`src/assert_macros.svh`:
```
// assertion macros for the rtl files
`ifndef ASSERT_MACROS_SVH
`define ASSERT_MACROS_SVH

// same-cycle implication, disabled during reset
`define ASSERT_IMPLY(label, clk, rst, ante, cons, msg) \
   label: assert property (@(posedge clk) disable iff (rst) (ante) |-> (cons)) else $error(msg);

// next-cycle implication, disabled during reset
`define ASSERT_IMPLY_NEXT(label, clk, rst, ante, cons, msg) \
   label: assert property (@(posedge clk) disable iff (rst) (ante) |=> (cons)) else $error(msg);

`endif

```
`src/clcd_pkg.sv`:
```
// shared types, constants and strobe tables for the character lcd sequencer
package clcd_pkg;

   localparam int INIT_PASSES_DEFAULT = 2;
   localparam int INIT_STEPS = 14;

   typedef enum logic [2:0] {
      CMD_INIT       = 3'd0,
      CMD_CLEAR      = 3'd1,
      CMD_CURSOR_ON  = 3'd2,
      CMD_CURSOR_OFF = 3'd3,
      CMD_GOTO       = 3'd4,
      CMD_PUT_CHAR   = 3'd5
   } cmd_type;

   typedef enum logic [0:0] {
      CSR_ROW_COUNT    = 1'b0,
      CSR_COLUMN_COUNT = 1'b1
   } csr_index_type;

   localparam logic [2:0] ROWS_1 = 3'd1;
   localparam logic [2:0] ROWS_2 = 3'd2;
   localparam logic [2:0] ROWS_4 = 3'd4;

   localparam logic [2:0] ROW_COUNT_RESET    = 3'd2;
   localparam logic [5:0] COLUMN_COUNT_RESET = 6'd16;

   localparam logic [7:0] BYTE_CLEAR      = 8'h01;
   localparam logic [7:0] BYTE_CURSOR_ON  = 8'h0E;
   localparam logic [7:0] BYTE_CURSOR_OFF = 8'h0C;
   localparam logic [7:0] ADDRESS_CMD     = 8'h80;
   localparam logic [7:0] ROW1_OFFSET     = 8'h40;

   localparam logic [5:0] WRAP_COLUMN_4ROW = 6'd20;
   localparam logic [5:0] WRAP_COLUMN      = 6'd40;
   localparam logic [1:0] CLEAR_OWED_MS    = 2'd3;
   localparam logic [3:0] INIT_STEP_LAST   = 4'(INIT_STEPS - 1);

   typedef struct packed {
      logic       wait_busy;
      logic [6:0] wait_ms;
      logic       reg_select;
      logic [3:0] nibble;
   } strobe_type;

   typedef struct packed {
      logic       is_init;
      logic       two_bytes;
      logic       owe_delay;
      logic       rs_a;
      logic [7:0] byte_a;
      logic [7:0] byte_b;
   } job_type;

   // one pass of the wake-up and setup sequence
   function automatic strobe_type init_strobe(logic [3:0] step);
      strobe_type s;
      s.reg_select = 1'b0;
      case (step)
         4'd0: begin s.wait_busy = 1'b0; s.wait_ms = 7'd100; s.nibble = 4'h3; end
         4'd1: begin s.wait_busy = 1'b0; s.wait_ms = 7'd5;   s.nibble = 4'h3; end
         4'd2: begin s.wait_busy = 1'b0; s.wait_ms = 7'd1;   s.nibble = 4'h3; end
         4'd3: begin s.wait_busy = 1'b0; s.wait_ms = 7'd1;   s.nibble = 4'h2; end
         4'd4: begin s.wait_busy = 1'b0; s.wait_ms = 7'd1;   s.nibble = 4'h2; end
         4'd5: begin s.wait_busy = 1'b0; s.wait_ms = 7'd0;   s.nibble = 4'h8; end
         4'd6: begin s.wait_busy = 1'b1; s.wait_ms = 7'd0;   s.nibble = 4'h0; end
         4'd7: begin s.wait_busy = 1'b0; s.wait_ms = 7'd0;   s.nibble = 4'h8; end
         4'd8: begin s.wait_busy = 1'b1; s.wait_ms = 7'd0;   s.nibble = 4'h0; end
         4'd9: begin s.wait_busy = 1'b0; s.wait_ms = 7'd0;   s.nibble = 4'h1; end
         4'd10: begin s.wait_busy = 1'b1; s.wait_ms = 7'd3;  s.nibble = 4'h0; end
         4'd11: begin s.wait_busy = 1'b0; s.wait_ms = 7'd0;  s.nibble = 4'h6; end
         4'd12: begin s.wait_busy = 1'b1; s.wait_ms = 7'd0;  s.nibble = 4'h0; end
         4'd13: begin s.wait_busy = 1'b0; s.wait_ms = 7'd0;  s.nibble = 4'hF; end
         default: begin s.wait_busy = 1'b0; s.wait_ms = 7'd0; s.nibble = 4'h0; end
      endcase
      return s;
   endfunction

   // address instruction byte for a row and column
   function automatic logic [7:0] goto_byte(logic [5:0] col, logic [1:0] row,
                                            logic [2:0] rows, logic [5:0] cols);
      logic [7:0] offset;
      offset = 8'h00;
      if (rows == ROWS_2) begin
         if (row != 2'd0) offset = ROW1_OFFSET;
      end else if (rows == ROWS_4) begin
         case (row)
            2'd1: offset = ROW1_OFFSET;
            2'd2: offset = {2'b00, cols};
            2'd3: offset = ROW1_OFFSET + {2'b00, cols};
            default: offset = 8'h00;
         endcase
      end
      return ADDRESS_CMD | ({2'b00, col} + offset);
   endfunction

endpackage

```
`src/clcd_cursor.sv`:
```
// command decode and cursor image tracking
module clcd_cursor (
   input  logic                 clock,
   input  logic                 reset,
   input  logic                 accept,
   input  logic [2:0]           cmd,
   input  logic [5:0]           column,
   input  logic [1:0]           row,
   input  logic [7:0]           char_code,
   input  logic [2:0]           row_count,
   input  logic [5:0]           column_count,
   output logic                 job_valid,
   output clcd_pkg::job_type    job
);

   logic [1:0] cursor_row_ff, cursor_row_in;
   logic [5:0] cursor_column_ff, cursor_column_in;
   logic [5:0] col_inc;
   logic [1:0] row_next;
   logic [5:0] col_next;

   always_comb begin
      col_inc   = cursor_column_ff + 6'd1;
      row_next  = cursor_row_ff;
      col_next  = cursor_column_ff;
      job_valid = 1'b1;
      job.is_init   = 1'b0;
      job.two_bytes = 1'b0;
      job.owe_delay = 1'b0;
      job.rs_a      = 1'b0;
      job.byte_a    = 8'h00;
      job.byte_b    = 8'h00;
      case (clcd_pkg::cmd_type'(cmd))
         clcd_pkg::CMD_INIT: begin
            job.is_init = 1'b1;
            row_next    = 2'd0;
            col_next    = 6'd0;
         end
         clcd_pkg::CMD_CLEAR: begin
            job.byte_a    = clcd_pkg::BYTE_CLEAR;
            job.owe_delay = 1'b1;
         end
         clcd_pkg::CMD_CURSOR_ON: begin
            job.byte_a = clcd_pkg::BYTE_CURSOR_ON;
         end
         clcd_pkg::CMD_CURSOR_OFF: begin
            job.byte_a = clcd_pkg::BYTE_CURSOR_OFF;
         end
         clcd_pkg::CMD_GOTO: begin
            job.byte_a = clcd_pkg::goto_byte(column, row, row_count, column_count);
            row_next   = row;
            col_next   = column;
         end
         clcd_pkg::CMD_PUT_CHAR: begin
            job.rs_a   = 1'b1;
            job.byte_a = char_code;
            col_next   = col_inc;
            if (row_count == clcd_pkg::ROWS_4) begin
               if (col_inc >= clcd_pkg::WRAP_COLUMN_4ROW) begin
                  row_next      = cursor_row_ff + 2'd1;
                  col_next      = 6'd0;
                  job.two_bytes = 1'b1;
               end
            end else if (row_count == clcd_pkg::ROWS_2) begin
               if (col_inc >= clcd_pkg::WRAP_COLUMN) begin
                  row_next      = (cursor_row_ff == 2'd0) ? 2'd1 : 2'd0;
                  col_next      = 6'd0;
                  job.two_bytes = 1'b1;
               end
            end else if (row_count == clcd_pkg::ROWS_1) begin
               if (col_inc >= clcd_pkg::WRAP_COLUMN) col_next = 6'd0;
               job.two_bytes = 1'b1;
            end
            job.byte_b = clcd_pkg::goto_byte(col_next, row_next, row_count, column_count);
         end
         default: begin
            job_valid = 1'b0;
         end
      endcase
      cursor_row_in    = accept ? row_next : cursor_row_ff;
      cursor_column_in = accept ? col_next : cursor_column_ff;
   end

   always_ff @(posedge clock) begin
      if (reset) begin
         cursor_row_ff    <= 2'd0;
         cursor_column_ff <= 6'd0;
      end else begin
         cursor_row_ff    <= cursor_row_in;
         cursor_column_ff <= cursor_column_in;
      end
   end

endmodule

```
`src/char_lcd_4bit_command_sequencer.sv`:
```
// top level: lcd command in, nibble strobes out
//
// channel | ports               | direction | moves
// req     | req_valid/req_ready | in        | one command item
// rsp     | rsp_valid/rsp_ready | out       | one nibble strobe item
// csr     | csr_we              | in        | register write, no wait
//
// a command is taken into the job register, then one strobe leaves per cycle
// through the output register: 2 strobes for most commands, 2 or 4 for put char,
// 14 * INIT_PASSES for init. the next command is taken in the cycle of the last
// strobe; rsp_ready low stalls the strobe counter. reset clears cursor, owed
// delay and both channels.
`include "assert_macros.svh"

module char_lcd_4bit_command_sequencer #(
   parameter int INIT_PASSES = clcd_pkg::INIT_PASSES_DEFAULT
) (
   input  logic       clock,
   input  logic       reset,
   input  logic       req_valid,
   output logic       req_ready,
   input  logic [2:0] req_cmd,
   input  logic [5:0] req_column,
   input  logic [1:0] req_row,
   input  logic [7:0] req_char_code,
   output logic       rsp_valid,
   input  logic       rsp_ready,
   output logic       rsp_wait_busy,
   output logic [6:0] rsp_wait_ms,
   output logic       rsp_reg_select,
   output logic [3:0] rsp_nibble,
   output logic       rsp_last,
   input  logic       csr_we,
   input  logic [0:0] csr_index,
   input  logic [5:0] csr_wdata
);

   localparam int PASS_W = (INIT_PASSES > 1) ? $clog2(INIT_PASSES) : 1;
   localparam logic [PASS_W-1:0] PASS_LAST = PASS_W'(INIT_PASSES - 1);

   logic [2:0]            row_count_ff, row_count_in;
   logic [5:0]            column_count_ff, column_count_in;
   logic                  job_valid_ff, job_valid_in;
   clcd_pkg::job_type     job_ff, job_in;
   logic [3:0]            step_ff, step_in;
   logic [PASS_W-1:0]     pass_ff, pass_in;
   logic [1:0]            owed_ff, owed_in;
   logic                  rsp_valid_ff, rsp_valid_in;
   clcd_pkg::strobe_type  rsp_ff, rsp_in;
   logic                  rsp_last_ff, rsp_last_in;

   logic                  accept;
   logic                  emit;
   logic                  job_last;
   logic                  dec_valid;
   clcd_pkg::job_type     dec_job;
   clcd_pkg::strobe_type  strobe;
   logic [7:0]            cur_byte;

   clcd_cursor u_cursor (
      .clock        (clock),
      .reset        (reset),
      .accept       (accept),
      .cmd          (req_cmd),
      .column       (req_column),
      .row          (req_row),
      .char_code    (req_char_code),
      .row_count    (row_count_ff),
      .column_count (column_count_ff),
      .job_valid    (dec_valid),
      .job          (dec_job)
   );

   // strobe selection for the current step
   always_comb begin
      cur_byte = step_ff[1] ? job_ff.byte_b : job_ff.byte_a;
      if (job_ff.is_init) begin
         strobe   = clcd_pkg::init_strobe(step_ff);
         job_last = (step_ff == clcd_pkg::INIT_STEP_LAST) && (pass_ff == PASS_LAST);
      end else begin
         strobe.wait_busy  = ~step_ff[0];
         strobe.wait_ms    = 7'd0;
         strobe.reg_select = step_ff[1] ? 1'b0 : job_ff.rs_a;
         strobe.nibble     = step_ff[0] ? cur_byte[3:0] : cur_byte[7:4];
         job_last          = step_ff[0] && (step_ff[1] == job_ff.two_bytes);
      end
   end

   assign emit      = job_valid_ff && (!rsp_valid_ff || rsp_ready);
   assign req_ready = !job_valid_ff || (emit && job_last);
   assign accept    = req_valid && req_ready;

   always_comb begin
      row_count_in    = row_count_ff;
      column_count_in = column_count_ff;
      if (csr_we) begin
         case (clcd_pkg::csr_index_type'(csr_index))
            clcd_pkg::CSR_ROW_COUNT:    row_count_in    = csr_wdata[2:0];
            clcd_pkg::CSR_COLUMN_COUNT: column_count_in = csr_wdata;
            default: ;
         endcase
      end

      job_valid_in = job_valid_ff;
      job_in       = job_ff;
      step_in      = step_ff;
      pass_in      = pass_ff;
      if (accept) begin
         job_valid_in = dec_valid;
         job_in       = dec_job;
         step_in      = 4'd0;
         pass_in      = '0;
      end else if (emit) begin
         if (job_last) begin
            job_valid_in = 1'b0;
         end else if (job_ff.is_init && step_ff == clcd_pkg::INIT_STEP_LAST) begin
            step_in = 4'd0;
            pass_in = pass_ff + PASS_W'(1);
         end else begin
            step_in = step_ff + 4'd1;
         end
      end

      // a clear owes its settle time to whatever strobe comes next
      owed_in      = owed_ff;
      rsp_in       = rsp_ff;
      rsp_last_in  = rsp_last_ff;
      rsp_valid_in = rsp_valid_ff && !rsp_ready;
      if (emit) begin
         rsp_valid_in   = 1'b1;
         rsp_in         = strobe;
         rsp_in.wait_ms = (strobe.wait_ms > {5'd0, owed_ff}) ? strobe.wait_ms
                                                             : {5'd0, owed_ff};
         rsp_last_in    = job_last;
         owed_in        = (job_last && job_ff.owe_delay) ? clcd_pkg::CLEAR_OWED_MS : 2'd0;
      end
   end

   always_ff @(posedge clock) begin
      if (reset) begin
         row_count_ff    <= clcd_pkg::ROW_COUNT_RESET;
         column_count_ff <= clcd_pkg::COLUMN_COUNT_RESET;
         job_valid_ff    <= 1'b0;
         step_ff         <= 4'd0;
         pass_ff         <= '0;
         owed_ff         <= 2'd0;
         rsp_valid_ff    <= 1'b0;
      end else begin
         row_count_ff    <= row_count_in;
         column_count_ff <= column_count_in;
         job_valid_ff    <= job_valid_in;
         step_ff         <= step_in;
         pass_ff         <= pass_in;
         owed_ff         <= owed_in;
         rsp_valid_ff    <= rsp_valid_in;
      end
   end

   always_ff @(posedge clock) begin
      job_ff      <= job_in;
      rsp_ff      <= rsp_in;
      rsp_last_ff <= rsp_last_in;
   end

   assign rsp_valid      = rsp_valid_ff;
   assign rsp_wait_busy  = rsp_ff.wait_busy;
   assign rsp_wait_ms    = rsp_ff.wait_ms;
   assign rsp_reg_select = rsp_ff.reg_select;
   assign rsp_nibble     = rsp_ff.nibble;
   assign rsp_last       = rsp_last_ff;

   `ASSERT_IMPLY(a_take_on_last, clock, reset, accept && job_valid_ff, emit && job_last, "item taken before previous finished")
   `ASSERT_IMPLY(a_byte_step_range, clock, reset, job_valid_ff && !job_ff.is_init, step_ff[3:2] == 2'd0, "byte job step out of range")
   `ASSERT_IMPLY_NEXT(a_last_lands, clock, reset, emit && job_last, rsp_valid && rsp_last, "final strobe not registered")

endmodule
```
`config.mk`:
```
export PLATFORM = sky130hd
export DESIGN_NAME = char_lcd_4bit_command_sequencer
export DESIGN_NICKNAME = d
export VERILOG_FILES = /design/src/clcd_pkg.sv /design/src/clcd_cursor.sv /design/src/char_lcd_4bit_command_sequencer.sv
export VERILOG_INCLUDE_DIRS = /design/src /design/src/src
export SDC_FILE = /design/constraint.sdc
export NUM_CORES = 1
export LEC_CHECK = 0
export BUFFER_PORTS_ARGS = -buffer_cell sky130_fd_sc_hd__buf_4
export CORE_UTILIZATION = 55
export DETAILED_ROUTE_END_ITERATION = 8
export PLACE_DENSITY = 0.81
export SLEW_MARGIN = 10
export SYNTH_ARGS = -nofsm -noshare
export SYNTH_HDL_FRONTEND = slang
export SYNTH_SLANG_ARGS = --single-unit
```
`constraint.sdc`:
```
create_clock -name clock -period 4.8 [get_ports clock]
set_input_delay 0.72 -clock clock [delete_from_list [all_inputs] [get_ports clock]]
set_output_delay 0.72 -clock clock [all_outputs]
set_load 0.02 [all_outputs]
```
# [Word-level counts from Yosys, hierarchy flattened]
# Memory sizes are Yosys's and may differ from the RTL's. A register that Yosys moved wholly into a read port is not among the register bits.
# Index checks and enable logic that the tools add are counted.
[totals] ff_bits=60 mem_bits_ro=160 inputBits=31 elab_cells=130 mem_count=1
[op_classes] addsub=7 order_cmp=3 eq_ne=16 mux=49 n_bitwise=3 reduce_logical=29
[mem_list] name="(no name shown)" words=16 word_bits=10 read_ports=1 rd_ports_with_merged_regs=1 wr=0 line_no="clcd_pkg.sv:59" source="case (step)"
[op_table] operator="7-bit 2-to-1 mux" count=8
[op_table] operator="7-bit case mux with 3 select lines" count=2
[op_table] operator="8-bit case mux with 5 select lines" count=1
[op_table] operator="6-bit 2-to-1 mux" count=6
[op_table] operator="6-bit case mux with 3 select lines" count=1
[op_table] operator="1-bit 2-to-1 mux" count=16
[op_table] operator="4-bit 2-to-1 mux" count=4
[op_table] operator="8-bit 2-to-1 mux" count=2
[op_table] operator="6-bit by 7-bit adder with 7-bit output" count=2
[op_table] operator="2-bit 2-to-1 mux" count=7
[op_table] operator="13-bit 2-to-1 mux" count=1
[op_table] operator="2-bit AND reduction" count=5
[op_table] operator="3-bit by 2-bit == test with 1-bit output (second input constant)" count=3
[op_table] operator="3-bit == test (second input constant)" count=3
[op_table] operator="2-bit == test (second input constant)" count=4
[op_table] operator="1-bit logical AND" count=8
[op_table] operator="2-bit nonzero test" count=4
[op_table] operator="7-bit by 6-bit adder with 7-bit output (first input constant)" count=1
[op_table] operator="7-bit by 2-bit > comparator with 1-bit output" count=1
[op_table] operator="6-bit by 1-bit adder with 6-bit output (second input constant)" count=1
[op_table] operator="3-bit by 1-bit == test with 1-bit output (second input constant)" count=2
[op_table] operator="6-bit by 5-bit greater-or-equal comparator with 1-bit output (second input constant)" count=1
[op_table] operator="6-bit greater-or-equal comparator (second input constant)" count=1
[op_table] operator="2-bit case mux with 3 select lines" count=1
[op_table] operator="15 further kinds" count=22

# [Depth between registers and ports, before layout]
# Gate-level depths: netlist of run 1.
[depth] ltp_word=13 ltp_mapped=16

# [Hierarchy]
# A second synthesis of run 1 with hierarchy kept.
[hier_totals] cells_unflattened=404 hier_area_um2=3987.6
[by_module_without_submodules] module="char_lcd_4bit_command_sequencer" instances=1 cells_each=189 area_per_inst_um2=2392.3 seq_area_each_um2=1451.4
[by_module_without_submodules] module="clcd_cursor" instances=1 cells_each=215 area_per_inst_um2=1595.3 seq_area_each_um2=160.2

# [Worst setup path before layout of run 1]
# No wires, ideal clock.
[synth_timing] kind="flip-flop to flip-flop" from="reg u_cursor.cursor_column_ff[1]" to="reg job_ff[6] (netlist name), data pin" setup_ps=270 t_arrival_ps=3080 required_ps=4530 setup_slack_ps=1451 path_stages_with_launch=16 path_buffers=1 synth_period_minus_slack_ps=3349 cell_sequence="dfxtp_1 -> ha_1 -> buf_2 -> nand3_1 -> o211a_1 -> nor3_2 -> a21o_1 -> nor2_1 -> ha_1 -> fa_1 -> a21o_1 -> a21oi_1 -> o21bai_1 -> a21oi_1 -> o31a_1 -> nor3_1"
[synth_between] elab_chain_cells=12 word_cells_on_any_way=24
[synth_lines] element="start, declared" line_no="clcd_cursor.sv:17" source="logic [5:0] cursor_column_ff, cursor_column_in;"
[synth_lines] element="start signal, assigned" line_no="clcd_cursor.sv:90" source="cursor_column_ff <= cursor_column_in;"
[synth_lines] element="6-bit by 1-bit adder with 6-bit output *" line_no="clcd_cursor.sv:23" source="col_inc = cursor_column_ff + 6'd1;"
[synth_lines] element="6-bit greater-or-equal comparator" line_no="clcd_cursor.sv:65, clcd_cursor.sv:71"
[synth_lines] element="2-bit 2-to-1 mux" line_no="clcd_cursor.sv:65" source="if (col_inc >= clcd_pkg::WRAP_COLUMN) begin"
[synth_lines] element="2-bit 2-to-1 mux" line_no="clcd_cursor.sv:64" source="end else if (row_count == clcd_pkg::ROWS_2) begin"
[synth_lines] element="2-bit 2-to-1 mux" line_no="clcd_cursor.sv:58" source="if (row_count == clcd_pkg::ROWS_4) begin"
[synth_lines] element="2-bit 2-to-1 mux" line_no="clcd_cursor.sv:33" source="case (clcd_pkg::cmd_type'(cmd))"
[synth_lines] element="2-bit == test / 2-bit by 1-bit == test with 1-bit output (equally long branches)" line_no="clcd_pkg.sv:87" source="case (row)"
[synth_lines] element="7-bit case mux with 3 select lines" line_no="clcd_pkg.sv:87"
[synth_lines] element="7-bit 2-to-1 mux" line_no="clcd_pkg.sv:86" source="end else if (rows == ROWS_4) begin"
[synth_lines] element="7-bit 2-to-1 mux" line_no="clcd_pkg.sv:84" source="if (rows == ROWS_2) begin"
[synth_lines] element="7-bit 2-to-1 mux" line_no="clcd_cursor.sv:33"
[synth_lines] element="6-bit by 7-bit adder with 7-bit output *" line_no="clcd_pkg.sv:94" source="return ADDRESS_CMD | ({2'b00, col} + offset);"
[synth_lines] element="end signal, assigned" line_no="char_lcd_4bit_command_sequencer.sv:160" source="job_ff <= job_in;"
[synth_lines] element="end, declared" line_no="char_lcd_4bit_command_sequencer.sv:44" source="clcd_pkg::job_type job_ff, job_in;"
# Every way passes the cells marked *; elsewhere a longest branch is shown, timed or not. The select of a mux whose other input is x is not followed.
# A chain may end at the register's enable or synchronous reset.

# [Final worst setup path of run 1]
[layout_timing] from="reg u_cursor.cursor_column_ff[0]" to="reg job_ff[6] (netlist name), data pin"
# The elaborated chain is that of the path after synthesis.

==> metrics.cfg, run 1 <==
[worst_setup_path]
rr_endpoint=job_ff[6]
end_kind=flop
cp.arrival_ns=4.05
path_delay_family=compound AO/OA/AOI/OAI gates
worstPathCellList=ha_1, nand3_1, o211a_1, nor3_2, a21o_1, nor2_1, ha_1, fa_1, a21o_1, a21oi_1, o21bai_1, a21oi_1, o31a_1, nor3_1
required_ns=4.89
crit_buf_inv=0
critPathKind=flop to flop
crit_slowest_cell=dfxtp_1
path_max_fanout=11
cp-start-kind=flop
rrSetupSlack_ns=0.84
reg2reg_depth=14
timing.rr.start=u_cursor.cursor_column_ff[0]
cp_slowest_stage_delay_ns=0.53

[global_routing]
grtUsageTotal_pct=24.6
groute.layer.met2.usage_pct=44.2
use_met1_pct=28.4
grt_pass1_wl_mm=13.9
grt_util_met3_pct=4.52
antenna_found_initial=0
grt_pass1_vias=3062
grt_busiest_layer=met2
grt_max_degree=25
grt.overflow.total=0

[drt]
viasPerCell=5.88
ant_nets=0
firstDrtPassIters=4
wl_mm=8.56
drt_iter0_drc=183
route.detailed.drc=0
routedWlPerCell_um=15.9
vias=3176

[floorplanning]
start_util_pct=57.0
io_pins=47
die_h_um=85.9
die_area_um2=7380
die_w_um=85.9
core_um2=6790
core.rowCount=30

[power]
p_sw_uw=336
ir_worst_vdd_uv=169
intPower_uw=961
power_density_nw_per_um2=292
p_seq_share_pct=47.7
leakage_nw=1.77
power_frac_comb_pct=12.3
swShare_pct=25.9
clockPowerShare_pct=40.0

[yosys]
mappedNetlistArea_um2=3870
ys_types=72
synthTopCellsByArea=edfxtp_1 (23%), dfxtp_1 (18%), ha_1 (6.1%), a21oi_1 (5.3%), nand2_1 (3.3%)
synth_edf_count=30
yosys_most_used_dff=dfxtp_1
async_reset_ff_share_pct=0
yosys.area.top_type=edfxtp_1
postSynthAreaPerCell_um2=9.58
synth.ff_latch_count=64
synth_top_cell_area_share_pct=23.3
seq_area_frac_synth_pct=40.9
postSynthCellCount=404
ys_warn_count=0

[timing]
worst_pin_slew_ns=0.711
finalSetupViolCount=0
hold_viol_final=0
rsz0062_at_grt=no
drv_slew=0
setup_tns_ns=0
skew_ns=0.00731
period_needed_ns=3.96
slew_headroom_pct=52.5
post-route-period-util_pct=82.5
max_freq_mhz=252

[clock_tree]
cts_buffer_depth=2
htreeDepth=3
hold_buffers=0
cts_tree=done
cts_inserted_buffers=9
path_clk_slew_ns=0.07
post-cts-setup-buffers=0
clk_latency_ns=0.35
root_buffer=clkbuf_8
ctsResizeCount=0
cts_sinks=64

[layout]
final_common_cell=buf_4
post-route-util_pct=65.3
mostFrequentLayoutCells=buf_4 (44), a21oi_1 (41), nand2_1 (34), dfxtp_1 (34), edfxtp_1 (30)
antennaDiodeCount=0
fillers=556
syn2layout_area_growth_pct=14.6
fin_nets=491
drive_above_1_share_pct=18.2

[placed_design]
io_buffers=44
dp_hpwl_mm=6.41
routabilityCongestion=0.940

[hold_path]
hold_path.class=flop to flop
hold_start=owed_ff[0]
min_path_cells=2
holdPathEnd=owed_ff[0]

[run_status]
status=completed

[job]
max-cap-violations=0

==> kinds of logic after synthesis <==
group                      count (synthesis)  share of synthesized area [%]
AOI/OAI and AO/OA                        106                           18.8
xor gates and xnor gates                  16                           3.81
adders and majority gates                 21                           7.18
buffers and inverters                     43                           5.07
DFF                                       64                           40.9
muxes                                     13                           5.20
other                                      1                         0.0969
and+or+nand+nor                          140                           19.0
==> Yosys cell counts, types with 4 or more instances <==
cell type,n
a21o_1,8
a21oi_1,41
a31oi_1,4
and2_1,15
and3_1,7
buf_2,4
buf_4,4
clkbuf_1,8
dfxtp_1,34
edfxtp_1,30
ha_1,19
inv_1,18
mux2_2,5
mux2i_1,4
mux4_1,4
nand2_1,34
nand2b_1,6
nand3_1,16
nor2_1,23
nor2b_1,6
nor3_1,10
o21ai_0,10
o21bai_1,4
xnor2_1,14
==> how the worst max path moves through the flow <==
| stage | from | end | slack, ns | cells past startpoint |
|---|---|---|---|---|
| 5_1_grt | u_cursor.cursor_column_ff[0] | job_ff[6] | 0.60 | 14 |
| 3_5_place_dp | u_cursor.cursor_column_ff[0] | job_ff[6] | 0.90 | 14 |
| 4_1_cts | u_cursor.cursor_column_ff[0] | job_ff[6] | 0.89 | 14 |
| 6_report | u_cursor.cursor_column_ff[0] | job_ff[6] | 0.84 | 14 |
| 3_3_place_gp | u_cursor.cursor_column_ff[0] | job_ff[6] | 1.11 | 14 |
| 2_1_floorplan | u_cursor.cursor_column_ff[1] | job_ff[6] | 1.45 | 15 |
==> through the flow <==
| stage | setup slack [ns] | power [mW] | std cells | cell area, µm² | hold slack [ns] |
|---|---|---|---|---|---|
| 4_1_cts | 0.888 | 1.30 | 540 | 4440 | 0.479 |
| 3_3_place_gp | 1.11 | 0.784 | 524 | 4220 | 0.463 |
| 6_report | 0.840 | 1.30 | 540 | 4440 | 0.476 |
| 2_1_floorplan | 1.45 | 0.730 | 405 | 3870 | 0.440 |
| 5_1_grt | 0.598 | 1.33 | 540 | 4440 | 0.496 |
| 3_5_place_dp | 0.902 | 0.789 | 524 | 4220 | 0.470 |
==> area by class of cell <==
type                       count  area [µm²]  area share, %
sequential                    64        1580           35.6
tap                           96         120           2.71
clock inverter                 7        95.1           2.14
inverter                      22        88.8           2.00
multi-input combinational    298        2100           47.3
timing repair buffer          44         330           7.45
clock buffer                   9         124           2.79
==> worst reg2reg max path: stages, from the launching register on <==
cell      delay, ns
dfxtp_1        0.53
ha_1           0.43
nand3_1        0.22
o211a_1        0.30
nor3_2         0.32
a21o_1         0.26
nor2_1         0.07
ha_1           0.24
fa_1           0.42
a21o_1         0.18
a21oi_1        0.21
o21bai_1       0.09
a21oi_1        0.21
o31a_1         0.18
nor3_1         0.05
==> power by group through the flow <==
stage	Combinational (mW)	Clock (mW)	Sequential [mW]
floorplan	0.100	0	0.630
global placement	0.155	0	0.630
detailed placement	0.157	0	0.631
CTS	0.159	0.520	0.619
global route	0.175	0.539	0.621
finish	0.160	0.519	0.619
==> layer usage <==
layer,up-vias,routed length [µm]
met5,-,0
met3,20,351
met4,0,228
met1,1518,3510
li1,1544,-
met2,94,4470
Power figures use the tool's default switching activity.
==> run 2: changes to the inputs <==
--- a/config.mk
+++ b/config.mk
@@ -6,10 +6,11 @@
 export SDC_FILE = /design/constraint.sdc
 export NUM_CORES = 1
 export LEC_CHECK = 0
+export ABC_AREA = 1
 export BUFFER_PORTS_ARGS = -buffer_cell sky130_fd_sc_hd__buf_4
-export CORE_UTILIZATION = 55
+export CORE_UTILIZATION = 53
 export DETAILED_ROUTE_END_ITERATION = 8
-export PLACE_DENSITY = 0.81
+export PLACE_DENSITY = 0.82
 export SLEW_MARGIN = 10
 export SYNTH_ARGS = -nofsm -noshare
 export SYNTH_HDL_FRONTEND = slang
==> constraint.sdc (replaced) <==
create_clock -name clock -period 3.2 [get_ports clock]
set_input_delay 0.48 -clock clock [delete_from_list [all_inputs] [get_ports clock]]
set_output_delay 0.48 -clock clock [all_outputs]
set_load 0.02 [all_outputs]
==> run 2 against run 1 <==
Effect of this change:
- fmax is 33% higher
- die area is 0.44% higher
- sequential share of layout area is 0.23 points higher
- hold slack worse by 0.16 ns
- clock power is 30% higher
- final cell count is 18% higher
- core utilization is 0.22 points lower
- clock skew is 0.0014 ns higher
- first-iteration DRC count is 35% lower
- count of clock-buffer cells in the layout is 1 higher
==> metrics.cfg, run 2 <==
[run_status]
status=completed

[clock_tree]
cts_tree=done
cts_buffer_depth=2  ; unchanged
clk_latency_ns=0.34  ; about the same
cts_inserted_buffers=9  ; unchanged
root_buffer=clkbuf_8
hold_buffers=0  ; unchanged
cts_sinks=64  ; unchanged
path_clk_slew_ns=0.07  ; about the same
htreeDepth=3  ; unchanged

[layout]
fin_nets=586  ; +19%
mostFrequentLayoutCells=nand2_1 (89), nor2_1 (67), inv_1 (55)
drive_above_1_share_pct=21.5  ; +3.3 points
syn2layout_area_growth_pct=18.0
antennaDiodeCount=0  ; unchanged
layout.cells.non_filler=635  ; +18%
final_common_cell=nand2_1

[yosys]
ys_warn_count=0  ; unchanged
synth.ff_latch_count=64  ; unchanged
synth_xor_area_share_pct=0.935  ; -2.9 points
postSynthCellCount=482  ; +19%
mappedNetlistArea_um2=3750  ; -3.2%
synth_edf_count=30  ; unchanged
postSynthAreaPerCell_um2=7.77  ; -19%
synth-compound-area-share_pct=13.4  ; -5.4 points
synth_top_family_by_area=simple AND/OR/NAND/NOR gates
synthMuxAreaShare_pct=0  ; -5.2 points
yosysMostFrequentCell=nand2_1
yosys.area.top_type=edfxtp_1
synth_top_cell_area_share_pct=24.0  ; +0.77 points
synth_simple_gate_area_share_pct=27.5  ; +8.5 points
seq_area_frac_synth_pct=42.2  ; +1.4 points
synthTopCellsByArea=edfxtp_1 (24%), dfxtp_1 (18%), nand2_1 (9.1%), nor2_1 (6.8%), ha_1 (6.3%)
synth-adder-area-share_pct=7.41  ; +0.24 points
async_reset_ff_share_pct=0  ; unchanged
ys_top_cells_by_count=nand2_1 (91), nor2_1 (68), inv_1 (55), nand3_1 (36)
ys_types=37  ; -49%
yosys_most_used_dff=dfxtp_1

[worst_setup_path]
crit_start=u_cursor.cursor_column_ff[4]
cp.arrival_ns=3.08  ; -0.97 ns
cp.depth=19  ; +5
crit_buf_inv=0  ; unchanged
worstPathCellList=nand2_1, nor2_2, nand2_1, nand2_1, nand2_1, nor2_1, o21ai_1, o21ai_2, nor2_1, ha_1, fa_2, nand2_1, nand2_1, a21oi_2, nor2_1, o21ai_0, nand2_1, a21oi_1, nor2_1
end_kind=flop
crit_top_cell=nand2_1
cp_slowest_stage_delay_ns=0.38  ; -0.15 ns
cp-start-kind=flop
required_ns=3.30  ; -1.59 ns
path_max_fanout=4  ; -7
path_delay_family=simple AND/OR/NAND/NOR gates
critPathKind=flop to flop
crit_slowest_cell=dfxtp_1
reg2reg_depth=19  ; +5
timing.rr.start=u_cursor.cursor_column_ff[4]

[floorplanning]
core_um2=6790  ; unchanged
core.rowCount=30  ; unchanged
io_pins=47  ; unchanged
die_h_um=86.1  ; +0.22%
die_area_um2=7410  ; +0.44%
die_w_um=86.1  ; +0.22%
start_util_pct=55.2  ; -1.8 points

[power]
power_density_nw_per_um2=425  ; +45%
ir_worst_vdd_uv=250  ; +48%
leakage_nw=2.10  ; +19%

[timing]
period_needed_ns=2.98  ; -0.979 ns
post-route-period-util_pct=93.2  ; +11 points
worst_pin_slew_ns=0.959  ; +0.247 ns
rsz0062_at_grt=no
drv_slew=0  ; unchanged
skew_ns=0.00871  ; +0.00140 ns
slew_headroom_pct=35.9  ; -17 points
hold_viol_final=0  ; unchanged
whs_ns=0.315  ; -0.162 ns
finalSetupViolCount=0  ; unchanged
worst_slack_ns=0.219  ; -0.621 ns
max_freq_mhz=335  ; +33%

[drt]
drt_iter0_drc=119  ; -35%
vias=3355  ; +5.6%
routedWlPerCell_um=13.2  ; -17%
wl_mm=8.40  ; -1.9%
ant_nets=0  ; unchanged
route.detailed.drc=0  ; unchanged
firstDrtPassIters=4  ; unchanged
viasPerCell=5.28  ; -10%

[global_routing]
grt.overflow.total=0  ; unchanged
grt_max_degree=21  ; -16%
grt_pass1_wl_mm=13.7  ; -1.6%
antenna_found_initial=0  ; unchanged
grt_pass1_vias=3189  ; +4.1%
grtUsageTotal_pct=24.2  ; -0.35 points

[placed_design]
io_buffers=44  ; unchanged
dp_hpwl_mm=6.56  ; +2.4%
routabilityCongestion=1.01  ; +7.7%
pre_cts_ws_ns=-0.0236  ; -0.925 ns
place_inst=618  ; +18%

[hold_path]
min_path_cells=2  ; unchanged
hold_start=reset
hold_path.class=input port to flop

[job]
max-cap-violations=0  ; unchanged

run 2: changes by cell type after synthesis, moves of 7 or more:
cell	delta
nand2_1	+57
nor2_1	+45
inv_1	+37
o21ai_0	+24
nand3_1	+20
and2_1	-15
xnor2_1	-13
a21oi_1	-10
inv_2	+9
a21o_1	-8
and3_1	-7
run 2: worst paths after layout:
check	slack (ns)	endpoint
max	0.22	job_ff[6]
min	0.31	rsp_valid
max reg2reg	0.22	job_ff[6]
min reg2reg	0.49	owed_ff[0]
run 2: cell families (layout without fill, tap and decap cells):
family | Yosys count | count (layout)
flip-flops | 64 | 64
AO/OA/AOI/OAI | 87 | 87
adder cells (fa/ha/maj) | 21 | 21
buffers and inverters | 78 | 134
XOR/XNOR | 4 | 4
other | 1 | 2
AND/OR/NAND/NOR | 227 | 227
run 2: metal layers:
metal  vias up  GRT usage, %  routed length [µm]
met2        91          43.1                4330
met5         -             0                   0
met1      1557          25.7                3410
li1       1679             -                   -
met4         0          15.3                 288
met3        28          5.68                 364
run 2: through the flow:
stage | area [µm²] | utilization [%] | setup TNS, ns | total power, mW
floorplan | 3750 | - | 0 | 1.12
global placement | 4190 | 61.7 | 0 | 1.21
detailed placement | 4190 | 61.7 | -0.0236 | 1.21
CTS | 4380 | 64.5 | 0 | 1.88
global route | 4420 | 65.1 | 0 | 1.96
finish | 4420 | 65.1 | 0 | 1.88
run 2: area by class of cell:
cell class / instances / area (µm²)
multi-input cells: 341 / 1890
clock buffers: 10 / 128
flip-flops and latches: 64 / 1590
repair buffers: 51 / 383
well taps: 96 / 120
fillers: 579 / 2370
clock inverters: 6 / 60.1
inverters: 67 / 259
run 2: timing repair:
action	in CTS	in global routing
setup endpoints to repair	1	1
buffers inserted	0	1
resized for setup	3	9
hold endpoints to repair	0	0
run 2: power breakdown:
group	switching (mW)	internal (mW)	total (mW)
Combinational	0.166	0.103	0.269
Clock	0.320	0.356	0.676
Sequential	0.0284	0.904	0.933
